**config.mk**
```make
export PLATFORM = sky130hd
export DESIGN_NAME = tdpt_ctrl
export DESIGN_NICKNAME = d
export VERILOG_FILES = /design/src/rtl/tdpt_pkg.sv /design/src/rtl/tdpt_ctrl.sv
export SDC_FILE = /design/constraint.sdc
export NUM_CORES = 1
export LEC_CHECK = 0
export BUFFER_PORTS_ARGS = -buffer_cell sky130_fd_sc_hd__buf_4
export CORE_AREA = 2 2 39 41
export CTS_CLUSTER_DIAMETER = 150
export DETAILED_ROUTE_END_ITERATION = 8
export DIE_AREA = 0 0 41 43
export GPL_TIMING_DRIVEN = 0
export HOLD_SLACK_MARGIN = 0.02
export REMOVE_ABC_BUFFERS = 1
export SYNTH_ARGS = -nofsm -noshare
export SYNTH_HDL_FRONTEND = slang
export SYNTH_SLANG_ARGS = --single-unit
```
**constraint.sdc**
```tcl
create_clock -name clk -period 0.9 [get_ports clk]
set_input_delay 0.045 -clock clk [delete_from_list [all_inputs] [get_ports clk]]
set_output_delay 0.045 -clock clk [all_outputs]
set_load 0.01 [all_outputs]
```
**src/rtl/tdpt_pkg.sv**
```systemverilog
// tdpt_pkg: shared types for the trial division prime test
// command and status structs between the controller and the datapath
// no dependencies
`timescale 1ns / 1ps

package tdpt_pkg;

	// controller to datapath
	typedef struct packed {
		logic load;       // capture a new number, restart at divisor two
		logic div_start;  // clear the remainder, point at the top bit
		logic div_step;   // one restoring division bit
		logic next_div;   // advance divisor and its square
	} tdpt_cmd_t;

	// datapath to controller
	typedef struct packed {
		logic too_small;  // negative, zero or one
		logic sq_over;    // divisor squared exceeds the number
		logic bit_last;   // current division bit is the lowest one
		logic rem_zero;   // remainder of the finished division is zero
	} tdpt_sts_t;

endpackage

```
**src/rtl/tdpt_ctrl.sv**
```systemverilog
// tdpt_ctrl: controller of the trial division prime test
// sequences load, square check, division bits and divisor advance
// depends on tdpt_pkg
`timescale 1ns / 1ps

module tdpt_ctrl (
	input  logic                clk,
	input  logic                arst_n,
	input  logic                in_valid,
	output logic                in_ready,
	input  logic                out_busy,
	output logic                res_load,
	output logic                res_prime,
	input  tdpt_pkg::tdpt_sts_t sts,
	output tdpt_pkg::tdpt_cmd_t cmd
);

	typedef enum logic [2:0] {
		IDLE,
		CHECK,
		DIVIDE,
		TEST,
		FINISH
	} state_t;

	state_t state_q;
	logic   verdict_q;

	always_ff @(posedge clk or negedge arst_n) begin
		if (!arst_n) begin
			state_q   <= IDLE;
			verdict_q <= 1'b0;
		end else begin
			case (state_q)
				IDLE: begin
					if (in_valid) begin
						state_q <= CHECK;
					end
				end
				CHECK: begin
					if (sts.too_small) begin
						verdict_q <= 1'b0;
						state_q   <= FINISH;
					end else if (sts.sq_over) begin
						verdict_q <= 1'b1;
						state_q   <= FINISH;
					end else begin
						state_q <= DIVIDE;
					end
				end
				DIVIDE: begin
					if (sts.bit_last) begin
						state_q <= TEST;
					end
				end
				TEST: begin
					if (sts.rem_zero) begin
						verdict_q <= 1'b0;
						state_q   <= FINISH;
					end else begin
						state_q <= CHECK;
					end
				end
				FINISH: begin
					if (!out_busy) begin
						state_q <= IDLE;
					end
				end
				default: state_q <= IDLE;
			endcase
		end
	end

	always_comb begin
		cmd           = '0;
		cmd.load      = (state_q == IDLE) && in_valid;
		cmd.div_start = (state_q == CHECK) && !sts.too_small && !sts.sq_over;
		cmd.div_step  = (state_q == DIVIDE);
		cmd.next_div  = (state_q == TEST) && !sts.rem_zero;
	end

	assign in_ready  = (state_q == IDLE);
	assign res_load  = (state_q == FINISH) && !out_busy;
	assign res_prime = verdict_q;

`ifndef SYNTHESIS
	a_no_prime_when_small: assert property (@(posedge clk) disable iff (!arst_n)
		(state_q == CHECK) && sts.too_small |=> (state_q == FINISH) && !verdict_q)
		else $error("small or negative number not reported as composite");

	a_no_overwrite: assert property (@(posedge clk) disable iff (!arst_n)
		res_load |-> !out_busy)
		else $error("result written over a pending one");
`endif

endmodule

```
; Yosys cells after proc, flatten, opt, wreduce, memory -nomap -nowiden
; Cells that the tools add are included.
[totals]
ff_bits = 4
inputBits = 8
out_inout_bits = 7
[classes]
eq_ne = 9
muxes = 11
n_reduce_logical = 13
[ops]
columns = op, count
row1 = two-way mux 3 bit, 6
row2 = one-hot mux 3 bit (5 select lines), 1
row3 = != test 2 bit (second input constant), 4
row4 = == test 3 x 2 -> 1 bit (second input constant), 2
row5 = AND reduction 3 bit, 2
row6 = logical AND 1 bit, 5
row7 = logical NOT 1 bit, 4
row8 = == test 3 x 1 -> 1 bit (second input constant), 1
row9 = == test 3 bit (second input constant), 1
row10 = logical NOT 3 bit, 1
row11 = two-way mux 1 bit, 3
row12 = != test 3 bit (second input constant), 1
row13 = one-hot mux 1 bit (2 select lines), 1
row14 = nonzero test 2 bit, 1

; Logic depth before layout (Yosys ltp)
[depth]
word_depth = 3
depth_mapped = 4

; Least setup slack after synthesis
; No wires, ideal clock.
[synth_timing]
path_type = register -> output
startpoint = register state_q[0]
endpoint = output port cmd[3] (netlist bit)
t_arrival_ns = 0.960
slack_ns = -0.105
path_stages_with_launch = 4
cell_sequence = dfrtp_1 buf_2 nor3_2 and2_1
[synth_rtl]
columns = item, line_no
row1 = start: declaration, tdpt_ctrl.sv:26  ; state_t state_q;
row2 = start signal: assignment, tdpt_ctrl.sv:31  ; state_q <= IDLE;
row3 = start signal: assignment, tdpt_ctrl.sv:37  ; state_q <= CHECK;
row4 = start signal: assignment, tdpt_ctrl.sv:43  ; state_q <= FINISH;
row5 = end: declaration, tdpt_ctrl.sv:15  ; output tdpt_pkg::tdpt_cmd_t cmd

==> run_summary.xml <==
<?xml version="1.0" encoding="UTF-8"?>
<metrics>
  <group name="run_status">
    <metric name="status" unit="">finished, violations left</metric>
    <metric name="violations" unit="">setup timing</metric>
  </group>
  <group name="worst_setup_path">
    <metric name="critPathKind" unit="">register to primary output</metric>
    <metric name="critical_path.endpoint_type" unit="">primary output</metric>
    <metric name="critPathMaxFanout" unit="">7</metric>
    <metric name="timing.critical_path.required" unit="ns">0.85</metric>
    <metric name="timing.critical_path.arrival" unit="ns">1.21</metric>
    <metric name="rr_worst_depth" unit="">4</metric>
    <metric name="worstSetupStartpointType" unit="">register</metric>
  </group>
  <group name="clock_tree">
    <metric name="worst_setup_hold_path_clk_slew" unit="ns">0.04</metric>
    <metric name="cts_tree" unit="">done</metric>
    <metric name="clk-insertion-delay-late" unit="ns">0.24</metric>
    <metric name="cts-root-buf" unit="">sky130_fd_sc_hd__clkbuf_4</metric>
    <metric name="tritoncts.num_buffers" unit="">3</metric>
    <metric name="cts_sinks" unit="">4</metric>
    <metric name="h-tree-depth" unit="">1</metric>
    <metric name="clock_tree.buffer_depth" unit="">2</metric>
  </group>
  <group name="placed_design">
    <metric name="gp_routability_congestion" unit="">0.753</metric>
    <metric name="dp.final_hpwl" unit="um">450</metric>
    <metric name="io_buffer_count" unit="">14</metric>
  </group>
  <group name="timing">
    <metric name="setup_viol" unit="">10</metric>
    <metric name="unrepaired_setup_endpoints_after_global_routing" unit="">yes</metric>
    <metric name="final.setup.tns" unit="ns">-2.35</metric>
    <metric name="maxSlewViolCount" unit="">0</metric>
    <metric name="timing.max_slew.rel_slack" unit="">0.852</metric>
    <metric name="tightest_slew" unit="ns">0.222</metric>
    <metric name="final_critical_path_setup_slack" unit="ns">-0.350</metric>
    <metric name="fin_crit_sh" unit="">1.39</metric>
    <metric name="clock_skew" unit="ns">0.00100</metric>
    <metric name="fmax" unit="MHz">800</metric>
    <metric name="period_minus_slack" unit="ns">1.25</metric>
    <metric name="hold_viol" unit="">0</metric>
  </group>
  <group name="logic_synthesis">
    <metric name="yosysTopAreaCellShare" unit="">0.360</metric>
    <metric name="yosysWarningCount" unit="">0</metric>
    <metric name="register_area_share_after_synthesis" unit="">0.360</metric>
    <metric name="synthesis.area" unit="um2">278</metric>
    <metric name="synth-seq-cells" unit="">4</metric>
    <metric name="yosysUniqueCellTypes" unit="">20</metric>
    <metric name="synth.area.top_cells" unit="">sky130_fd_sc_hd__dfrtp_1 (36%), sky130_fd_sc_hd__nor2b_1 (6.8%), sky130_fd_sc_hd__nor3_4 (5.9%)</metric>
    <metric name="mean_syn_cell_area" unit="um2">9.92</metric>
    <metric name="synth.largest_area_cell" unit="">sky130_fd_sc_hd__dfrtp_1</metric>
    <metric name="synth_cells" unit="">28</metric>
  </group>
  <group name="pwr">
    <metric name="total_leakage_power" unit="nW">0.245</metric>
    <metric name="share_comb_of_total_power" unit="">0.602</metric>
    <metric name="total_switching_power" unit="W">0.000669</metric>
    <metric name="swShare" unit="">0.393</metric>
    <metric name="share_clk_of_total_power" unit="">0.134</metric>
    <metric name="peakVddDrop" unit="mV">0.835</metric>
    <metric name="power_per_cell_area" unit="nW/um2">3010</metric>
    <metric name="pwr-share-seq" unit="">0.264</metric>
    <metric name="p_int" unit="W">0.00103</metric>
  </group>
  <group name="final_layout">
    <metric name="synthToLayoutAreaGrowth" unit="%">104</metric>
    <metric name="drive_above_1_share" unit="">0.808</metric>
    <metric name="finalCoreUtilization" unit="">0.409</metric>
    <metric name="multi_input_comb_area" unit="um2">215</metric>
    <metric name="ff_latch_area" unit="um2">104</metric>
    <metric name="fin_nets" unit="">62</metric>
    <metric name="insertedDiodeCount" unit="">0</metric>
    <metric name="number_of_filler_cells_placed_in_the_layout" unit="">142</metric>
  </group>
  <group name="global_routing">
    <metric name="grt_pass1_wl" unit="um">1170</metric>
    <metric name="initial_antenna_violation_count" unit="">0</metric>
    <metric name="grt_overflow" unit="">0</metric>
    <metric name="total_global_route_track_usage" unit="">0.106</metric>
    <metric name="grt_pass1_vias" unit="">298</metric>
    <metric name="maximum_number_of_pins_on_one_net_before_global_route_repair" unit="">8</metric>
  </group>
  <group name="die">
    <metric name="die_w" unit="um">41</metric>
    <metric name="die_area" unit="um2">1760</metric>
    <metric name="die_height" unit="um">43</metric>
    <metric name="design.portCount" unit="">15</metric>
    <metric name="starting_utilization_of_the_core_area" unit="">0.201</metric>
    <metric name="rows" unit="">14</metric>
    <metric name="placeableCoreArea" unit="um2">1380</metric>
  </group>
  <group name="routing">
    <metric name="vias" unit="">293</metric>
    <metric name="drtAntennaViolNets" unit="">0</metric>
    <metric name="initialDrtViolationCount" unit="">0</metric>
    <metric name="drt_pre_antenna_iters" unit="">1</metric>
    <metric name="routed_wire_length_per_instance" unit="um">12.6</metric>
    <metric name="routed_wirelength" unit="um">856</metric>
    <metric name="vias_per_cell" unit="">4.31</metric>
    <metric name="drcViolationCount" unit="">0</metric>
  </group>
  <group name="flow_run">
    <metric name="maxCapViolCount" unit="">0</metric>
  </group>
  <group name="worst_hold_path">
    <metric name="hp-class" unit="">primary input to register</metric>
    <metric name="worstHoldPathCells" unit="">3</metric>
  </group>
</metrics>
## worst paths after layout
check	startpoint	endpoint	slack, ns
worst max-delay path	state_q[1]$_DFFE_PN0P_	cmd[3]	-0.35
worst min-delay path	out_busy	state_q[2]$_DFFE_PN0P_	0.08
worst max register to register	state_q[1]$_DFFE_PN0P_	state_q[0]$_DFFE_PN0P_	-0.21
worst min register to register	res_prime$_DFFE_PN0P_	res_prime$_DFFE_PN0P_	0.54
max in group asynchronous	arst_n	state_q[0]$_DFFE_PN0P_	0.65
min in group asynchronous	arst_n	res_prime$_DFFE_PN0P_	0.14
## kinds of logic after synthesis
kind of cell / after synthesis / share of synthesized area
AND/OR/NAND/NOR: 14 / 0.365
multiplexers: 1 / 0.0360
AO/OA/AOI/OAI: 6 / 0.167
buffers and inverters: 3 / 0.0720
flip-flops: 4 / 0.360
## through the flow
stage | hold slack [ns] | total power [W] | worst slack (ns) | cell area, um2 | instances
floorplan | -0.251 | 0.000755 | -0.0927 | 262 | 26
global placement | -0.159 | 0.00100 | -0.220 | 387 | 56
detailed placement | -0.158 | 0.00100 | -0.201 | 387 | 56
CTS | 0.0772 | 0.00142 | -0.300 | 495 | 66
global route | 0.0884 | 0.00181 | -0.385 | 566 | 68
finish | 0.0762 | 0.00170 | -0.350 | 566 | 68
## power by group through the flow
stage,clock network [W],logic [W],registers (W)
3_3_place_gp,0,0.000557,0.000447
4_1_cts,0.000233,0.000755,0.000429
3_5_place_dp,0,0.000561,0.000442
2_1_floorplan,0,0.000341,0.000414
5_1_grt,0.000243,0.00110,0.000473
6_report,0.000228,0.00102,0.000449
## area by class of cell
cell class | instances | share of cell area
tap | 16 | 0.0354
inverter | 1 | 0.00664
multi-input combinational | 21 | 0.381
sequential | 4 | 0.184
timing repair buffer | 23 | 0.354
clock buffer | 3 | 0.0398
## per-layer routing
metal  wire length, um  track usage  vias up  share of wire
li1                  -            -      149              -
met2               531        0.153        8           0.62
met5                 0            0        -              0
met1               283        0.115      134           0.33
met4                17        0.120        0          0.020
met3                23       0.0157        2          0.027
## layout by cell type (no fill, tap or decap), drive strengths merged
cell	Yosys	layout
buf	2	21
dfrtp	4	4
clkbuf	0	3
nor2b	3	3
nor2	3	3
nor3	2	2
nand2b	2	2
a211oi	2	2
dlygate4sd3	0	2
o31ai	2	2
nor3b	1	1
inv	1	1
nor4	1	1
and2	1	1
mux2i	1	1
nand3	1	1
a31oi	1	1
o21ai	1	1
## what timing repair did
item | CTS | global route
hold endpoints to repair | 5 | 0
hold buffers | 2 | 0
endpoints found under the setup margin | 10 | 10
gates resized for setup | 8 | 14
pin swaps | 6 | 8
buffers inserted | 6 | 2
## flip-flops by register name, summed over array words and instances, names as in the netlist
register and flops:
state_q 3, res_prime 1
## worst max-delay path, cell delays in order (launching register included)
cell	delay [ns]
sky130_fd_sc_hd__dfrtp_2	0.48
sky130_fd_sc_hd__nor3_4	0.23
sky130_fd_sc_hd__and2_4	0.17
sky130_fd_sc_hd__buf_6	0.09
## synthesized netlist by cell type
master / instances
sky130_fd_sc_hd__nor3_4: 1
sky130_fd_sc_hd__nand2b_1: 1
sky130_fd_sc_hd__o31ai_1: 1
sky130_fd_sc_hd__mux2i_1: 1
sky130_fd_sc_hd__dfrtp_1: 4
sky130_fd_sc_hd__nand2b_4: 1
sky130_fd_sc_hd__nor3_2: 1
sky130_fd_sc_hd__inv_2: 1
sky130_fd_sc_hd__buf_6: 1
sky130_fd_sc_hd__nor3b_1: 1
sky130_fd_sc_hd__nor2b_1: 3
sky130_fd_sc_hd__buf_2: 1
sky130_fd_sc_hd__nand3_1: 1
sky130_fd_sc_hd__nor4_1: 1
sky130_fd_sc_hd__a211oi_1: 2
sky130_fd_sc_hd__nor2_1: 3
sky130_fd_sc_hd__and2_1: 1
sky130_fd_sc_hd__o21ai_1: 1
sky130_fd_sc_hd__a31oi_1: 1
sky130_fd_sc_hd__o31ai_2: 1
No activity file was read; power rests on OpenSTA's default activity.
